[config.mk]
export PLATFORM = sky130hd
export DESIGN_NAME = psii_front
export DESIGN_NICKNAME = d
export VERILOG_FILES = /design/src/sv/psii_pkg.sv /design/src/sv/psii_front.sv
export SDC_FILE = /design/constraint.sdc
export NUM_CORES = 1
export LEC_CHECK = 0
export BUFFER_PORTS_ARGS = -buffer_cell sky130_fd_sc_hd__buf_4
export CORE_MARGIN = 2
export CORE_UTILIZATION = 48
export DETAILED_ROUTE_END_ITERATION = 6
export PLACE_DENSITY = 0.78
export SLEW_MARGIN = 20
export SYNTH_ARGS = -nofsm -noshare
export SYNTH_HDL_FRONTEND = slang
export SYNTH_SLANG_ARGS = --single-unit
[constraint.sdc]
create_clock -name clk -period 6.4 [get_ports clk]
set_input_delay 1.28 -clock clk [delete_from_list [all_inputs] [get_ports clk]]
set_output_delay 1.28 -clock clk [all_outputs]
set_load 0.005 [all_outputs]
[src/sv/psii_pkg.sv]
`default_nettype none
package psii_pkg;

  localparam int MAX_WIDTH_DEF    = 1024;
  localparam int MAX_HEIGHT_DEF   = 1024;
  localparam int MAX_FEATURES_DEF = 17;

  // position fields carried in commands, sized for the largest legal image
  localparam int COL_W  = 12;
  localparam int ROW_W  = 12;
  localparam int IV_W   = 50;
  localparam int QDEPTH = 2;

  typedef struct packed {
    logic signed [14:0] feat;
    logic [4:0]         d;
    logic [COL_W-1:0]   col;
    logic [ROW_W-1:0]   row;
    logic               first_row;
    logic               clr_pre;   // frame start: clear row sums first
    logic               clr_post;  // row end: clear row sums after
  } cmd_t;

  // base channel of feature d's product group
  function automatic logic [7:0] tri_base(input logic [4:0] d);
    logic [9:0] p;
    p = {5'd0, d} * ({5'd0, d} + 10'd1);
    return p[8:1];
  endfunction

endpackage
`default_nettype wire

[src/sv/psii_front.sv]
`default_nettype none
module psii_front #(
  parameter int MAX_WIDTH    = 1024,
  parameter int MAX_HEIGHT   = 1024,
  parameter int MAX_FEATURES = 17
) (
  input  wire logic                clk,
  input  wire logic                rst_n,
  input  wire logic                in_valid,
  output logic                     in_stall,
  input  wire logic signed [14:0]  in_feature_value,
  input  wire logic                in_frame_start,
  input  wire logic [10:0]         width_cfg,
  input  wire logic [4:0]          fcount_cfg,
  input  wire logic                q_full,
  output logic                     q_push,
  output psii_pkg::cmd_t           q_cmd
);
  import psii_pkg::*;

  localparam int CW = (MAX_WIDTH > 1) ? $clog2(MAX_WIDTH) : 1;
  localparam int RW = (MAX_HEIGHT > 1) ? $clog2(MAX_HEIGHT) : 1;

  logic [4:0]    pos_r, pos_nxt;
  logic [CW-1:0] col_r, col_nxt;
  logic [RW-1:0] row_r, row_nxt;
  logic          first_r, first_nxt;

  logic [12:0]   w_eff;
  logic [4:0]    nf_eff, d;
  logic [4:0]    pos_s;
  logic [CW-1:0] col_s;
  logic [RW-1:0] row_s;
  logic          first_s, pix_end, row_end, acc;

  assign in_stall = q_full;
  assign acc      = in_valid && !q_full;
  assign q_push   = acc;

  always_comb begin
    if (width_cfg == 11'd0) w_eff = 13'd1;
    else if ({2'b0, width_cfg} > 13'(MAX_WIDTH)) w_eff = 13'(MAX_WIDTH);
    else w_eff = {2'b0, width_cfg};
    if (fcount_cfg == 5'd0) nf_eff = 5'd1;
    else if (fcount_cfg > 5'(MAX_FEATURES)) nf_eff = 5'(MAX_FEATURES);
    else nf_eff = fcount_cfg;

    pos_s   = in_frame_start ? '0 : pos_r;
    col_s   = in_frame_start ? '0 : col_r;
    row_s   = in_frame_start ? '0 : row_r;
    first_s = in_frame_start ? 1'b1 : first_r;

    d       = (pos_s > nf_eff - 5'd1) ? nf_eff - 5'd1 : pos_s;
    pix_end = (d >= nf_eff - 5'd1);
    row_end = pix_end && (13'(col_s) >= w_eff - 13'd1);

    pos_nxt   = pix_end ? 5'd0 : d + 5'd1;
    col_nxt   = row_end ? '0 : (pix_end ? col_s + CW'(1) : col_s);
    row_nxt   = row_s;
    first_nxt = first_s;
    if (row_end) begin
      if (32'(row_s) >= MAX_HEIGHT - 1) begin
        row_nxt   = '0;
        first_nxt = 1'b1;
      end else begin
        row_nxt   = row_s + RW'(1);
        first_nxt = 1'b0;
      end
    end

    q_cmd.feat      = in_feature_value;
    q_cmd.d         = d;
    q_cmd.col       = COL_W'(col_s);
    q_cmd.row       = ROW_W'(row_s);
    q_cmd.first_row = first_s;
    q_cmd.clr_pre   = in_frame_start;
    q_cmd.clr_post  = row_end;
  end

  always_ff @(posedge clk) begin
    if (!rst_n) begin
      pos_r   <= '0;
      col_r   <= '0;
      row_r   <= '0;
      first_r <= 1'b1;
    end else if (acc) begin
      pos_r   <= pos_nxt;
      col_r   <= col_nxt;
      row_r   <= row_nxt;
      first_r <= first_nxt;
    end
  end

endmodule
`default_nettype wire

==> impl_summary.md <==
STA
The time the worst path needs with I/O delays and setup is around 6200 ps. Setup repair after global routing left no endpoint under its margin. The number of hold-slack violations in the final timing report is 0. Setup violations remaining at the end of the flow were counted as 0.

The tightest hold path in the finished design has a slack of ~450 ps. The share of the clock period used by the worst path is 0.962. In this run the tightest slew margin relative to its limit is 0.513. The final sum of negative setup slack is 0 ps. The number of slew-limit violations in the final report is 0. For the pin with the worst max-slew slack, the measured transition is 729 ps. The post-route clock skew is 15.8 ps. The highest clock frequency the design can meet is ~160 MHz.

Routing
For this block, the initial DRC count from the detailed router was between 200 and 250. In the routed design, unresolved DRC markers number 0. The average vias per placed instance is about 6.2.

In this run the remaining antenna-violating nets after routing total 0. The final layout contains routed wiring with a total length of 7.75 mm. After detailed routing, the average wire length per cell comes to around 16 µm.

The first-pass iteration count of the detailed router is 5. Detailed routing inserted a total of about 3100 vias.

Clock network
The clock slew seen by the registers of the worst setup and hold paths is approximately 90 ps. The total clock buffers created by CTS is 3. In this run the deepest clock path goes through 2 buffers.

CTS built an H-tree with a depth of 1. The count of hold buffers inserted by post-cts repair is 0. Clock latency on the worst-skew pair, taken at its later pin, is ~280 ps.

The CTS sink count is 26. TritonCTS built the clock tree. Clock tree synthesis selected as its root buffer the cell sky130_fd_sc_hd__clkbuf_8.

Hold path
Counting instances, the worst hold path has a depth of 2. For hold timing, the worst endpoint is pos_r[1]. In this run the most critical hold path is launched from pos_r[1]. The worst hold-check path type is reg2reg.

Worst setup path
Along the worst path, the maximum fanout reaches 7. The worst register-to-register path begins at pos_r[3]. The capture point of the worst reg-to-reg path is col_r[5]. Data arrives at the worst endpoint at between 4000 and 5000 ps. The type of element capturing the critical path is a primary output. In this run the register-to-register setup slack is between 2000 and 3000 ps. The number of cell instances on the worst register-to-register path is 15. The sort of element at the start of the critical path is an input port. The type of the worst setup path is in2out. The critical path required time is 5120 ps.

Final layout
The post-route cell area is between 3000 and 4000 µm². The top cell types in the final layout, fill and taps aside, are sky130_fd_sc_hd__buf_4, sky130_fd_sc_hd__nand2_1, sky130_fd_sc_hd__dfxtp_1, sky130_fd_sc_hd__ha_1, sky130_fd_sc_hd__nand3_1. For this run, the share of the core covered by cells in the final layout is 0.567. The relative area change from synthesis to final layout is 15.2%. The number of antenna diodes in the final layout is 0.

The finished layout holds a little under 500 standard cells, fillers aside. The proportion of layout cells with a drive suffix above 1 is 0.220. The most common cell after layout, fill and taps aside is sky130_fd_sc_hd__buf_4. After the last flow step, the layout net total stands at 480.

Yosys
Yosys attributes the largest share of cell area to sky130_fd_sc_hd__dfxtp_1, sky130_fd_sc_hd__ha_1, sky130_fd_sc_hd__buf_4, sky130_fd_sc_hd__nor2b_1, sky130_fd_sc_hd__nand3_1. After technology mapping, the gate count stands at 387. The sequential element share of the synthesized area is 0.181. After synthesis the netlist holds a flip-flop and latch count of 26.

Yosys mapped the design onto between 60 and 70 distinct sky130hd cell types. The cell area after technology mapping is 2880 µm². Averaged over all synthesized cells, the footprint is 7.45 µm².

The async set-or-reset flop fraction in the synthesized netlist is 0. The number of enable-type register cells in the synthesized netlist is 0. Summed over all instances, the cell type with the most area after synthesis is sky130_fd_sc_hd__dfxtp_1. Of the post-synthesis cell area, the dominant cell type holds 0.181. During synthesis, Yosys emitted a total of 0 warnings.

For this run, the leading register cell type out of synthesis is sky130_fd_sc_hd__dfxtp_1.

Place
The total placed cells including tap cells is between 400 and 500. After detailed placement, the total cell area comes to approximately 3200 µm². The detailed placement HPWL is 5.69 mm.

The placer's final routability congestion estimate is between 0.9 and 1. The count of buffers from port buffering is 50.

Floorplanning
The standard-cell row count is 28. For this design the top-level I/O count stands at 85. The core area is 5850 µm². The die is a little over 80 µm wide. The die is slightly above 80 µm tall.

The initial core utilization is 0.493. The area of the die is approximately 6600 µm².

Global routing
Summed over all layers, the global routing overflow is 0. The number of antenna violations at the first check in global routing is 0. The overall global routing resource usage is 0.236. Entering global routing, the biggest net connects 37 pins.

The via count of the first global-routing pass is between 2000 and 3000. The first global-routing pass estimated around 13 mm of wire.

Power
The share of total power dissipated in the clock network is 0.316. The share of total power dissipated in sequential elements is 0.366. The switching share of power is 0.325. VDD sags by at most approximately 0.14 mV.

The design internal power is a little over 300 µW. The static leakage is 0.00141 µW. The switching power of the nets is about 150 µW.

The share of power burned in combinational logic is 0.318. The ratio of total power to cell area is about 140 nW/µm².

Run status
The run finished with clean final reports.

Job
Across the run, the number of max-cap violations was 0.
[what timing repair did]
action / 4_1_cts / 5_1_grt
setup endpoints to repair: 0 / 1
gates resized for setup: 0 / 6
setup buffers: 0 / 3
[cell families after synthesis]
kind of cell	after synthesis	share of synthesized area
other	1	0.00130
adders and majority gates	25	0.109
xor gates and xnor gates	6	0.0182
and+or+nand+nor	174	0.330
buffers and inverters	56	0.107
AOI/OAI and AO/OA	91	0.227
muxes	8	0.0282
DFF	26	0.181
[power groups by stage]
stage	combinational (µW)	sequential [µW]	clock (µW)
floorplan	96.4	168	0
global placement	132	169	0
detailed placement	135	169	0
CTS	135	165	141
global route	157	165	147
finish	143	165	143
[worst max-delay path by stage]
stage,from,end,slack (ps),cells past startpoint
2_1_floorplan,fcount_cfg[2],q_cmd[0],80,19
3_3_place_gp,fcount_cfg[2],q_cmd[0],210,19
3_5_place_dp,fcount_cfg[2],q_cmd[0],90,19
4_1_cts,fcount_cfg[2],q_cmd[0],80,19
5_1_grt,fcount_cfg[2],q_cmd[0],20,19
6_report,fcount_cfg[2],q_cmd[0],240,19
[stage by stage]
step / setup slack [ps] / power, µW
4_1_cts: 84.8 / 441
2_1_floorplan: 75.8 / 265
5_1_grt: 22.0 / 469
6_report: 241 / 451
3_3_place_gp: 208 / 300
3_5_place_dp: 89.2 / 304
[flip-flops by register name, indices dropped and copies added, names as in the netlist]
register and flops:
col_r 10, first_r 1, pos_r 5, row_r 10
[per-layer routing]
layer,GRT usage,vias up,wire length [µm]
li1,-,1465,-
met1,0.289,1463,3240
met2,0.430,138,3800
met3,0.0275,12,575
met4,0.0712,0,132
met5,0,-,0
[synth_stat cells, drive strengths merged (2+ instances only)]
master   instances
or3              7
o211ai          10
mux2i            7
buf             27
nand4           10
a221oi           2
o21a             3
clkbuf          14
nor2            25
xnor2            4
o21ai           19
o221ai           4
nand2b          13
nand3           24
nor3            17
dfxtp           26
or2              6
and4b            2
a32oi            3
o2111ai          2
o311ai           5
and3             5
o31ai            5
inv             14
ha              25
a21oi           17
nand2           32
a21o             5
a31oi            5
and2             2
nor4             5
nor2b           21
xor2             2
[worst max-delay path: stages]
cell	delay, ps
sky130_fd_sc_hd__buf_4	130
sky130_fd_sc_hd__nor3_4	200
sky130_fd_sc_hd__mux2i_1	250
sky130_fd_sc_hd__inv_1	100
sky130_fd_sc_hd__ha_1	240
sky130_fd_sc_hd__nor4b_1	150
sky130_fd_sc_hd__a21oi_1	210
sky130_fd_sc_hd__ha_1	280
sky130_fd_sc_hd__or2_2	310
sky130_fd_sc_hd__o21ai_0	100
sky130_fd_sc_hd__o21ba_4	220
sky130_fd_sc_hd__mux2i_2	220
sky130_fd_sc_hd__inv_1	70
sky130_fd_sc_hd__ha_1	290
sky130_fd_sc_hd__nor2b_1	130
sky130_fd_sc_hd__o21ai_1	120
sky130_fd_sc_hd__a221oi_2	310
sky130_fd_sc_hd__nor2_2	120
sky130_fd_sc_hd__buf_4	150
[area by class of cell]
cell class,instances,area [µm²]
timing repair buffer,65,488
clock inverter,1,30.0
multi-input combinational,308,2090
fill,556,2530
clock buffer,3,41.3
inverter,15,56.3
tap,75,93.8
sequential,26,520
(Power assumes the default switching activity.)
