===== src/sv/psii_pkg.sv =====
`default_nettype none
package psii_pkg;

  localparam int MAX_WIDTH_DEF    = 1024;
  localparam int MAX_HEIGHT_DEF   = 1024;
  localparam int MAX_FEATURES_DEF = 17;

  // position fields carried in commands, sized for the largest legal image
  localparam int COL_W  = 12;
  localparam int ROW_W  = 12;
  localparam int IV_W   = 50;
  localparam int QDEPTH = 2;

  typedef struct packed {
    logic signed [14:0] feat;
    logic [4:0]         d;
    logic [COL_W-1:0]   col;
    logic [ROW_W-1:0]   row;
    logic               first_row;
    logic               clr_pre;   // frame start: clear row sums first
    logic               clr_post;  // row end: clear row sums after
  } cmd_t;

  // base channel of feature d's product group
  function automatic logic [7:0] tri_base(input logic [4:0] d);
    logic [9:0] p;
    p = {5'd0, d} * ({5'd0, d} + 10'd1);
    return p[8:1];
  endfunction

endpackage
`default_nettype wire


===== src/sv/psii_fifo.sv =====
`default_nettype none
module psii_fifo (
  input  wire logic      clk,
  input  wire logic      rst_n,
  input  wire logic      push,
  input  psii_pkg::cmd_t din,
  output logic           full,
  input  wire logic      pop,
  output logic           empty,
  output psii_pkg::cmd_t dout
);
  import psii_pkg::*;

  localparam int PW = $clog2(QDEPTH);

  cmd_t        mem_r [QDEPTH];
  logic [PW-1:0] wp_r, rp_r;
  logic [PW:0]   cnt_r;

  assign full  = (cnt_r == (PW+1)'(QDEPTH));
  assign empty = (cnt_r == '0);
  assign dout  = mem_r[rp_r];

  always_ff @(posedge clk) begin
    if (push) mem_r[wp_r] <= din;
  end

  always_ff @(posedge clk) begin
    if (!rst_n) begin
      wp_r  <= '0;
      rp_r  <= '0;
      cnt_r <= '0;
    end else begin
      if (push) wp_r <= wp_r + PW'(1);
      if (pop)  rp_r <= rp_r + PW'(1);
      cnt_r <= cnt_r + (PW+1)'(push) - (PW+1)'(pop);
    end
  end

endmodule
`default_nettype wire


===== config.mk =====
export PLATFORM = sky130hd
export DESIGN_NAME = psii_fifo
export DESIGN_NICKNAME = d
export VERILOG_FILES = /design/src/sv/psii_pkg.sv /design/src/sv/psii_fifo.sv
export SDC_FILE = /design/constraint.sdc
export NUM_CORES = 1
export LEC_CHECK = 0
export ABC_CLOCK_PERIOD_IN_PS = 4410
export BUFFER_PORTS_ARGS = -buffer_cell sky130_fd_sc_hd__buf_2
export CORE_ASPECT_RATIO = 1.75
export CORE_MARGIN = 8
export CORE_UTILIZATION = 30
export CTS_CLUSTER_SIZE = 8
export DETAILED_ROUTE_END_ITERATION = 8
export MAX_ROUTING_LAYER = met4
export SYNTH_ARGS = -nofsm -noshare
export SYNTH_HDL_FRONTEND = slang
export SYNTH_SLANG_ARGS = --single-unit

===== constraint.sdc =====
create_clock -name clk -period 4.41 [get_ports clk]
set_clock_uncertainty 0.1 [all_clocks]
set_input_delay 0.6615 -clock clk [delete_from_list [all_inputs] [get_ports clk]]
set_output_delay 0.6615 -clock clk [all_outputs]
set_load 0.01 [all_outputs]

==> flow_metrics.tcl, run 1 <==
set metrics [dict create \
    endpoint "dout[1]" \
    crit_arrival_ns 2.06 \
    ctsHtreeMaxLevel 3 \
    worstHoldStart "din[1]" \
    yosysMostFrequentCell "edfxtp_1" \
    power.density_nw_per_um2 467.0 \
    slew_viol_final 0 \
    post-cts-setup-buffers 0 \
    antenna_found_initial 2 \
    core_area_um2 12300 \
    die_area_um2 16440 \
    path_clk_slew_ns 0.07 \
    syn_to_final_growth_pct 27.43 \
    layout.nets 327 \
    setup_viol 0 \
    final_area_um2 4766 \
    grt_pass1_wl_um 11450 \
    crit_path_start_kind "register" \
    worstMarginPinSlew_ns 1.149 \
    setup_ws_ns 1.585 \
    clockBufferDepth 2 \
    drv_cap 0 \
    cts_tree "done" \
    ys.flop_type "edfxtp_1" \
    grt_max_degree 48 \
    rsz0062_at_grt "false" \
    total_power_mw 2.226 \
    r2r_slack_ns 2.49 \
    rr_worst_depth 2 \
    nFillCells 1192 \
    ctsRootBufferMaster "clkbuf_16" \
    hold_viol 0 \
    clk_latency_ns 0.33 \
    synthArstFlopShare_pct 0 \
    ys_types 14 \
    finalCriticalPeriod_ns 2.825 \
    vias_per_cell 4.109 \
    dp_hpwl_um 5281 \
    status "finished, final reports clean" \
    peakVddDrop_uv 321.7 \
    cts_sinks 99 \
    yosys-top-cells-area "edfxtp_1, mux2_4, mux2_2" \
    vias 1845 \
    crit_chain "buf_4 -> mux2_2 -> buf_2" \
    grt_pass1_vias 2162 \
    netlist.area_leader.share_pct 75.48 \
    synth.largest_area_cell "edfxtp_1" \
    path_class "register to output port" \
    ctsResizeCount 0 \
    fmax_mhz 353.9 \
    ant_nets 0 \
    drc 0 \
    grt_overflow_total 0 \
    rows 54 \
    leakagePower_nw 1.849 \
    cp_max_fo 36 \
    r2r_end "mem_r[0][40]$_DFFE_PP_" \
    placed_cells 431 \
    slowest_stage "buf_4" \
    holdBufCountCts 0 \
    grt_util_all_layers_pct 9.644 \
    io_buffers 99 \
    post-place-ws_ns 1.860 \
    routabilityCongestion 0.6819 \
    min_path_type "input port to register" \
    drt_iter0_drc 74 \
    final.setup.tns_ns 0 \
    netlist_area_um2 3740 \
    routed_wl_um 7428 \
    synth_cells 167 \
    synth_seq_cells 99 \
    synth.avg_cell_area_um2 22.39 \
    drt_pass1_iterations 3 \
    ios 100 \
    period_share_pct 64.07 \
    synth_enable_flop_cells 94 \
    drt-wirelength-per-cell_um 16.54 \
    synth_top_cells_by_count "edfxtp_1, mux2_4, mux2_2, dfxtp_1" \
    synth_warnings 0 \
    r2r_start "wp_r$_SDFFE_PN0P_" \
    postPlaceCellArea_um2 4420 \
    die_w_um 100.4 \
    cts_buffers 9 \
    end_kind "output port" \
    max_stage_delay_ns 0.59 \
    relSlewSlack_pct 23.38 \
    ys_seq_area_share_pct 78.15 \
    syn_nets 220 \
    die_height_um 163.7 \
    crit_required_ns 3.65 \
    stdcell_count 449 \
    drive_gt1_share_pct 59.14 \
    start_util_pct 30.41 \
]
## power by group
part | leakage, nW | switching, mW | internal (mW)
logic | 0.760 | 0.115 | 0.127
clock network | 0.165 | 0.323 | 0.553
registers | 0.924 | 0.0203 | 1.09
total | 1.85 | 0.459 | 1.77
## through the flow
step	hold slack [ns]	utilization [%]
2_1_floorplan	0.4546	-
3_3_place_gp	0.4667	35.95
3_5_place_dp	0.4821	35.95
4_1_cts	0.3992	38.72
5_1_grt	0.3969	38.76
6_report	0.4129	38.76
## placed cells by master (no fill, tap or decap)
master / n
and2_1: 3
and2_2: 1
buf_2: 99
buf_4: 2
bufinv_16: 3
clkbuf_16: 9
clkinv_1: 2
clkinv_4: 1
dfxtp_1: 4
dfxtp_2: 1
diode_2: 2
edfxtp_1: 94
ha_1: 2
inv_1: 2
inv_6: 1
mux2_2: 17
mux2_4: 30
nor2_1: 1
nor2b_1: 3
nor2b_4: 1
o21a_1: 1
xnor3_1: 1
xor2_1: 1
## flip-flops by register name, summed over array words and instances, names as in the netlist, named ones only
register and count:
cnt_r 2, mem_r 94, rp_r 1, wp_r 1
## layer usage
layer	global-route usage, %	wire (um)
met1	8.506	2495
met2	18.34	4449
met3	2.589	344
met4	4.360	139
met5	-	0
## cells by family (layout without fill, tap and decap cells)
family / after synthesis / after routing / synth area share, %
flops: 99 / 99 / 78.15
mux: 47 / 47 / 17.16
simple gates: 9 / 9 / 1.438
buf+inv: 7 / 119 / 1.539
fa+ha+maj: 2 / 2 / 0.6690
xor+xnor: 2 / 2 / 0.8364
compound gates: 1 / 1 / 0.2008
other cells: 0 / 2 / 0
## worst max-delay path: cells and delay by family (launching register included)
| family | cells | cell delay [ns] |
|---|---|---|
| buffers and inverters | 2 | 0.73 |
| muxes | 1 | 0.41 |
| DFF | 1 | 0.58 |
## final cells by class
cell class                 instances  area (um2)  area share, %
tap                              168       210.2          4.411
clock buffer                       9       225.2          4.726
clock inverter                     7       115.1          2.415
antenna                            2       5.005         0.1050
timing repair buffer             101       510.5          10.71
sequential                        99        2924          61.35
multi-input combinational         61       768.2          16.12
inverter                           2       7.507         0.1575
## worst min-delay path by stage
stage | end | slack [ns] | cells past startpoint
after global routing | mem_r[1][38]$_DFFE_PP_ | 0.40 | 1
after detailed placement | rp_r$_SDFFE_PN0P_ | 0.48 | 2
after CTS | mem_r[1][1]$_DFFE_PP_ | 0.40 | 1
after global placement | rp_r$_SDFFE_PN0P_ | 0.47 | 2
after floorplan | register | 0.45 | 2
final | mem_r[1][1]$_DFFE_PP_ | 0.41 | 1
Note: power is estimated with default switching activity, not from simulation.
==> inputs of run 2 (changes only) <==
--- a/config.mk
+++ b/config.mk
@@ -5,7 +5,7 @@
 export SDC_FILE = /design/constraint.sdc
 export NUM_CORES = 1
 export LEC_CHECK = 0
-export ABC_CLOCK_PERIOD_IN_PS = 4410
+export ABC_CLOCK_PERIOD_IN_PS = 2700
 export BUFFER_PORTS_ARGS = -buffer_cell sky130_fd_sc_hd__buf_2
 export CORE_ASPECT_RATIO = 1.75
 export CORE_MARGIN = 8
==> constraint.sdc (replaced) <==
create_clock -name clk -period 2.7 [get_ports clk]
set_clock_uncertainty 0.1 [all_clocks]
set_input_delay 0.405 -clock clk [delete_from_list [all_inputs] [get_ports clk]]
set_output_delay 0.405 -clock clk [all_outputs]
set_load 0.01 [all_outputs]
==> flow_metrics.tcl, run 2 (synthesis gave the netlist of run 1 again) <==
set metrics [dict create \
    power.density_nw_per_um2 716.5 \
    crit_arrival_ns 1.54 \
    clk_latency_ns 0.33 \
    wl_met2_um 4231 \
    core_area_um2 12300 \
    io_buffers 99 \
    layout_common_cells "buf_2, edfxtp_1, mux2_4, mux2_2, clkbuf_16" \
    share_comb_of_total_power_pct 12.2 \
    relSlewSlack_pct 55.20 \
    path_buf_inv 2 \
    crit_required_ns 2.19 \
    drt_iter0_drc 42 \
    antenna_found_initial 1 \
    ant_nets 0 \
    drt-wirelength-per-cell_um 16.17 \
    stdcell_count 450 \
    vias 1872 \
    ctsHtreeMaxLevel 3 \
    cts_buffers 9 \
    path_class "register to output port" \
    die_w_um 100.4 \
    placed_cells 433 \
    grt_pass1_vias 2080 \
    setup_viol 0 \
    p_seq_share_pct 53.0 \
    worstMarginPinSlew_ns 0.6720 \
    final.setup.tns_ns 0 \
    p_sw_mw 0.7707 \
    layout.nets 329 \
    crit_chain "buf_12 -> mux2_2 -> buf_2" \
    max_stage_delay_ns 0.40 \
    grt_overflow_total 0 \
    dp_hpwl_um 5072 \
    peakVddDrop_uv 307.2 \
    ios 100 \
    rows 54 \
    crit_family "buffers and inverters" \
    die_area_um2 16440 \
    p_sw_share_pct 22.75 \
    routabilityCongestion 0.6639 \
    path_clk_slew_ns 0.07 \
    wl_met3_um 317 \
    cts_sinks 99 \
    cp_max_fo 47 \
    intPower_mw 2.616 \
    crit_path_start_kind "register" \
    status "finished, final reports clean" \
    drv_cap 0 \
    slew_viol_final 0 \
    holdBufCountCts 0 \
    vias_per_cell 4.160 \
    drc 0 \
    start_util_pct 30.41 \
    fmax_mhz 489.7 \
    die_height_um 163.7 \
    drive_gt1_share_pct 60.14 \
    post-cts-setup-buffers 0 \
    syn_to_final_growth_pct 26.40 \
    p_clk_share_pct 34.8 \
    leakagePower_nw 1.831 \
    final_common_cell "buf_2" \
    top_register "mem_r" \
    routed_wl_um 7276 \
    finalCriticalPeriod_ns 2.042 \
    ctsRootBufferMaster "clkbuf_16" \
    grt_pass1_wl_um 11120 \
    drt_pass1_iterations 4 \
    hold_viol 0 \
    slowest_stage "mux2_2" \
    wl_met1_um 2439 \
    ctsResizeCount 0 \
    clockBufferDepth 2 \
    min_path_type "input port to register" \
    rsz0062_at_grt "false" \
    largest_register_ff_count 94 \
    period_share_pct 75.63 \
    grt_util_all_layers_pct 9.589 \
    reg.largest.list "mem_r: 94 flops, cnt_r: 2 flops" \
    grt_max_degree 49 \
    cts_tree "done" \
    end_kind "output port" \
    highest_layer "met4" \
]
-- run 2: power groups by stage --
stage / Combinational, mW / Sequential (mW) / Clock [mW]
after global routing: 0.448 / 1.80 / 1.28
after global placement: 0.420 / 1.83 / 0
after CTS: 0.425 / 1.80 / 1.23
after detailed placement: 0.424 / 1.83 / 0
after floorplan: 0.258 / 1.83 / 0
final: 0.412 / 1.80 / 1.18
-- run 2: path summary, 6_finish.rpt --
check,startpoint,end,slack [ns],depth (start not counted)
setup reg to reg,wp_r$_SDFFE_PN0P_,mem_r[1][42]$_DFFE_PP_,1.07,2
hold / removal,din[14],mem_r[0][14]$_DFFE_PP_,0.15,1
setup / recovery,register,dout[42],0.66,3
hold reg to reg,rp_r$_SDFFE_PN0P_,register,0.47,2
-- run 2: metal layers --
metal	track usage (%)	up-vias
met5	-	-
met4	7.612	0
met3	2.547	15
met2	17.22	52
met1	8.110	937
li1	-	868
-- run 2: metrics by stage --
step	worst slack, ns	power (mW)	instance area [um2]	hold WS, ns	utilization, %
floorplan	0.5074	2.084	3742	0.4039	-
global placement	0.8964	2.248	4448	0.4652	36.17
detailed placement	0.8820	2.256	4448	0.4640	36.17
CTS	0.6210	3.452	4725	0.1323	38.42
global route	0.5830	3.535	4727	0.1318	38.44
finish	0.6579	3.387	4727	0.1524	38.44
-- run 2: worst reg2reg max path: stages (launching register included) --
cell	delay, ns
dfxtp_1	0.38
and2_2	0.45
buf_4	0.37
-- run 2: cell type report --
| class | instances | area, um2 |
|---|---|---|
| tap | 168 | 210.2 |
| timing repair buffer | 103 | 538.0 |
| sequential | 99 | 2924 |
| antenna | 1 | 2.502 |
| clock buffer | 9 | 225.2 |
| fill | 1185 | 7570 |
| clock inverter | 7 | 51.30 |
| multi-input combinational | 61 | 768.2 |
| inverter | 2 | 7.507 |
==> inputs of run 3 (changes only) <==
--- a/config.mk
+++ b/config.mk
@@ -5,7 +5,7 @@
 export SDC_FILE = /design/constraint.sdc
 export NUM_CORES = 1
 export LEC_CHECK = 0
-export ABC_CLOCK_PERIOD_IN_PS = 2700
+export ABC_CLOCK_PERIOD_IN_PS = 1700
 export BUFFER_PORTS_ARGS = -buffer_cell sky130_fd_sc_hd__buf_2
 export CORE_ASPECT_RATIO = 1.75
 export CORE_MARGIN = 8
==> constraint.sdc (replaced) <==
create_clock -name clk -period 1.7 [get_ports clk]
set_clock_uncertainty 0.1 [all_clocks]
set_input_delay 0.255 -clock clk [delete_from_list [all_inputs] [get_ports clk]]
set_output_delay 0.255 -clock clk [all_outputs]
set_load 0.01 [all_outputs]
==> flow_metrics.tcl, run 3 (synthesis gave the netlist of run 1 again) <==
set metrics [dict create \
    grt_util_all_layers_pct 10.02 \
    vias 2054 \
    layout_common_cells "edfxtp_1, buf_2, mux2_4, buf_6, dlygate4sd3_1" \
    r2r_slack_ns 0.37 \
    setup_viol 47 \
    relSlewSlack_pct 81.17 \
    drv_cap 0 \
    grt_overflow_total 0 \
    clk_latency_ns 0.33 \
    hold_end "mem_r[0][20]$_DFFE_PP_" \
    grt_pass1_vias 2284 \
    core_area_um2 12300 \
    period_share_pct 105.3 \
    path_class "register to output port" \
    ctsRootBufferMaster "clkbuf_16" \
    routed_wl_um 7939 \
    fmax_mhz 558.8 \
    hold_depth 1 \
    ctsHtreeMaxLevel 3 \
    post-place-ws_ns 0.2459 \
    crit_arrival_ns 1.43 \
    crit_required_ns 1.34 \
    die_area_um2 16440 \
    io_buffers 99 \
    cp_max_fo 7 \
    slew_viol_final 0 \
    worstMarginPinSlew_ns 0.2824 \
    drc 0 \
    r2r_end "cnt_r[1]$_SDFF_PN0_" \
    multi_input_area_um2 832.0 \
    vias_per_cell 4.141 \
    max_stage_delay_ns 0.47 \
    postPlaceCellArea_um2 4508 \
    final_util_pct 45.70 \
    top_register "mem_r" \
    clockBufferDepth 2 \
    holdWs_ns 0.02087 \
    crit_chain "clkbuf_16 -> mux2_4 -> buf_6" \
    drive_gt1_share_pct 53.37 \
    rsz0062_at_grt "true" \
    die_height_um 163.7 \
    grt_pass1_wl_um 11800 \
    crit_family "flip-flops" \
    final_area_um2 5619 \
    routabilityCongestion 0.6966 \
    drt_iter0_drc 53 \
    setup_ws_ns -0.08955 \
    cts_sinks 99 \
    ios 100 \
    rr_worst_depth 6 \
    nFillCells 1100 \
    ant_nets 0 \
    hold_viol 0 \
    finalCriticalPeriod_ns 1.790 \
    grt_max_degree 29 \
    syn_to_final_growth_pct 50.25 \
    cts_tree "done" \
    antenna_found_initial 2 \
    crit_path_start_kind "register" \
    cts_buffers 9 \
    leakagePower_nw 2.222 \
    dp_hpwl_um 5170 \
    drt_pass1_iterations 4 \
    final_common_cell "edfxtp_1" \
    die_w_um 100.4 \
    worstHoldStart "din[20]" \
    slowest_stage "dfxtp_4" \
    path_clk_slew_ns 0.06 \
    largest_register_ff_count 94 \
    rows 54 \
    power.density_nw_per_um2 1030 \
    peakVddDrop_uv 471.8 \
    drt-wirelength-per-cell_um 16.01 \
    start_util_pct 30.41 \
    r2r_start "cnt_r[0]$_SDFF_PN0_" \
    total_power_mw 5.788 \
    reg.largest.list "mem_r: 94 flops, cnt_r: 2 flops" \
    violations "negative setup slack" \
    status "finished with violations" \
    min_path_type "input port to register" \
    seq_area_um2 2927 \
    end_kind "output port" \
    path_buf_inv 2 \
    layout.nets 374 \
]
[run 3: metrics by stage]
stage,std cells,setup TNS [ns]
CTS,492,-3.764
global placement,436,0
finish,496,-3.246
floorplan,167,0
global route,496,-6.018
detailed placement,436,0
[run 3: worst max path at each step]
stage                                  from                    end  slack, ns  cells past startpoint
final                              register               dout[41]      -0.09                      3
after global routing               register               dout[20]      -0.15                      3
after CTS                          register               dout[41]      -0.13                      3
after detailed placement           register               dout[41]       0.25                      3
after floorplan           wp_r$_SDFFE_PN0P_  mem_r[0][0]$_DFFE_PP_       0.14                      1
after global placement             register               dout[44]       0.27                      3
[run 3: final cells by class]
| cell class | instances | area share (%) |
|---|---|---|
| Sequential cell | 99 | 52.08 |
| Timing Repair Buffer | 148 | 23.94 |
| Multi-Input combinational cell | 61 | 14.81 |
| Clock buffer | 9 | 4.008 |
| Tap cell | 168 | 3.741 |
| Clock inverter | 7 | 1.202 |
| Inverter | 2 | 0.1336 |
| Antenna cell | 2 | 0.08907 |
[run 3: repair_timing]
action / CTS / global route
buffers inserted: 1 / 0
endpoints found under the setup margin: 47 / 47
gates cloned: 1 / 3
hold buffers: 38 / 0
endpoints found under the hold margin: 76 / 0
resized for setup: 30 / 37
[run 3: routing by layer]
| layer | vias up | wire length (um) | track usage (%) |
|---|---|---|---|
| met5 | - | 0 | - |
| met4 | 0 | 180 | 6.367 |
| met3 | 12 | 322 | 2.462 |
| met2 | 54 | 4597 | 17.73 |
| met1 | 1022 | 2837 | 9.438 |
| li1 | 966 | - | - |
[run 3: power breakdown]
part | leakage [nW] | total (mW) | switching (mW) | internal, mW
registers | 0.924 | 2.87 | 0.0518 | 2.82
clock network | 0.141 | 1.96 | 0.821 | 1.13
logic | 1.16 | 0.964 | 0.368 | 0.596
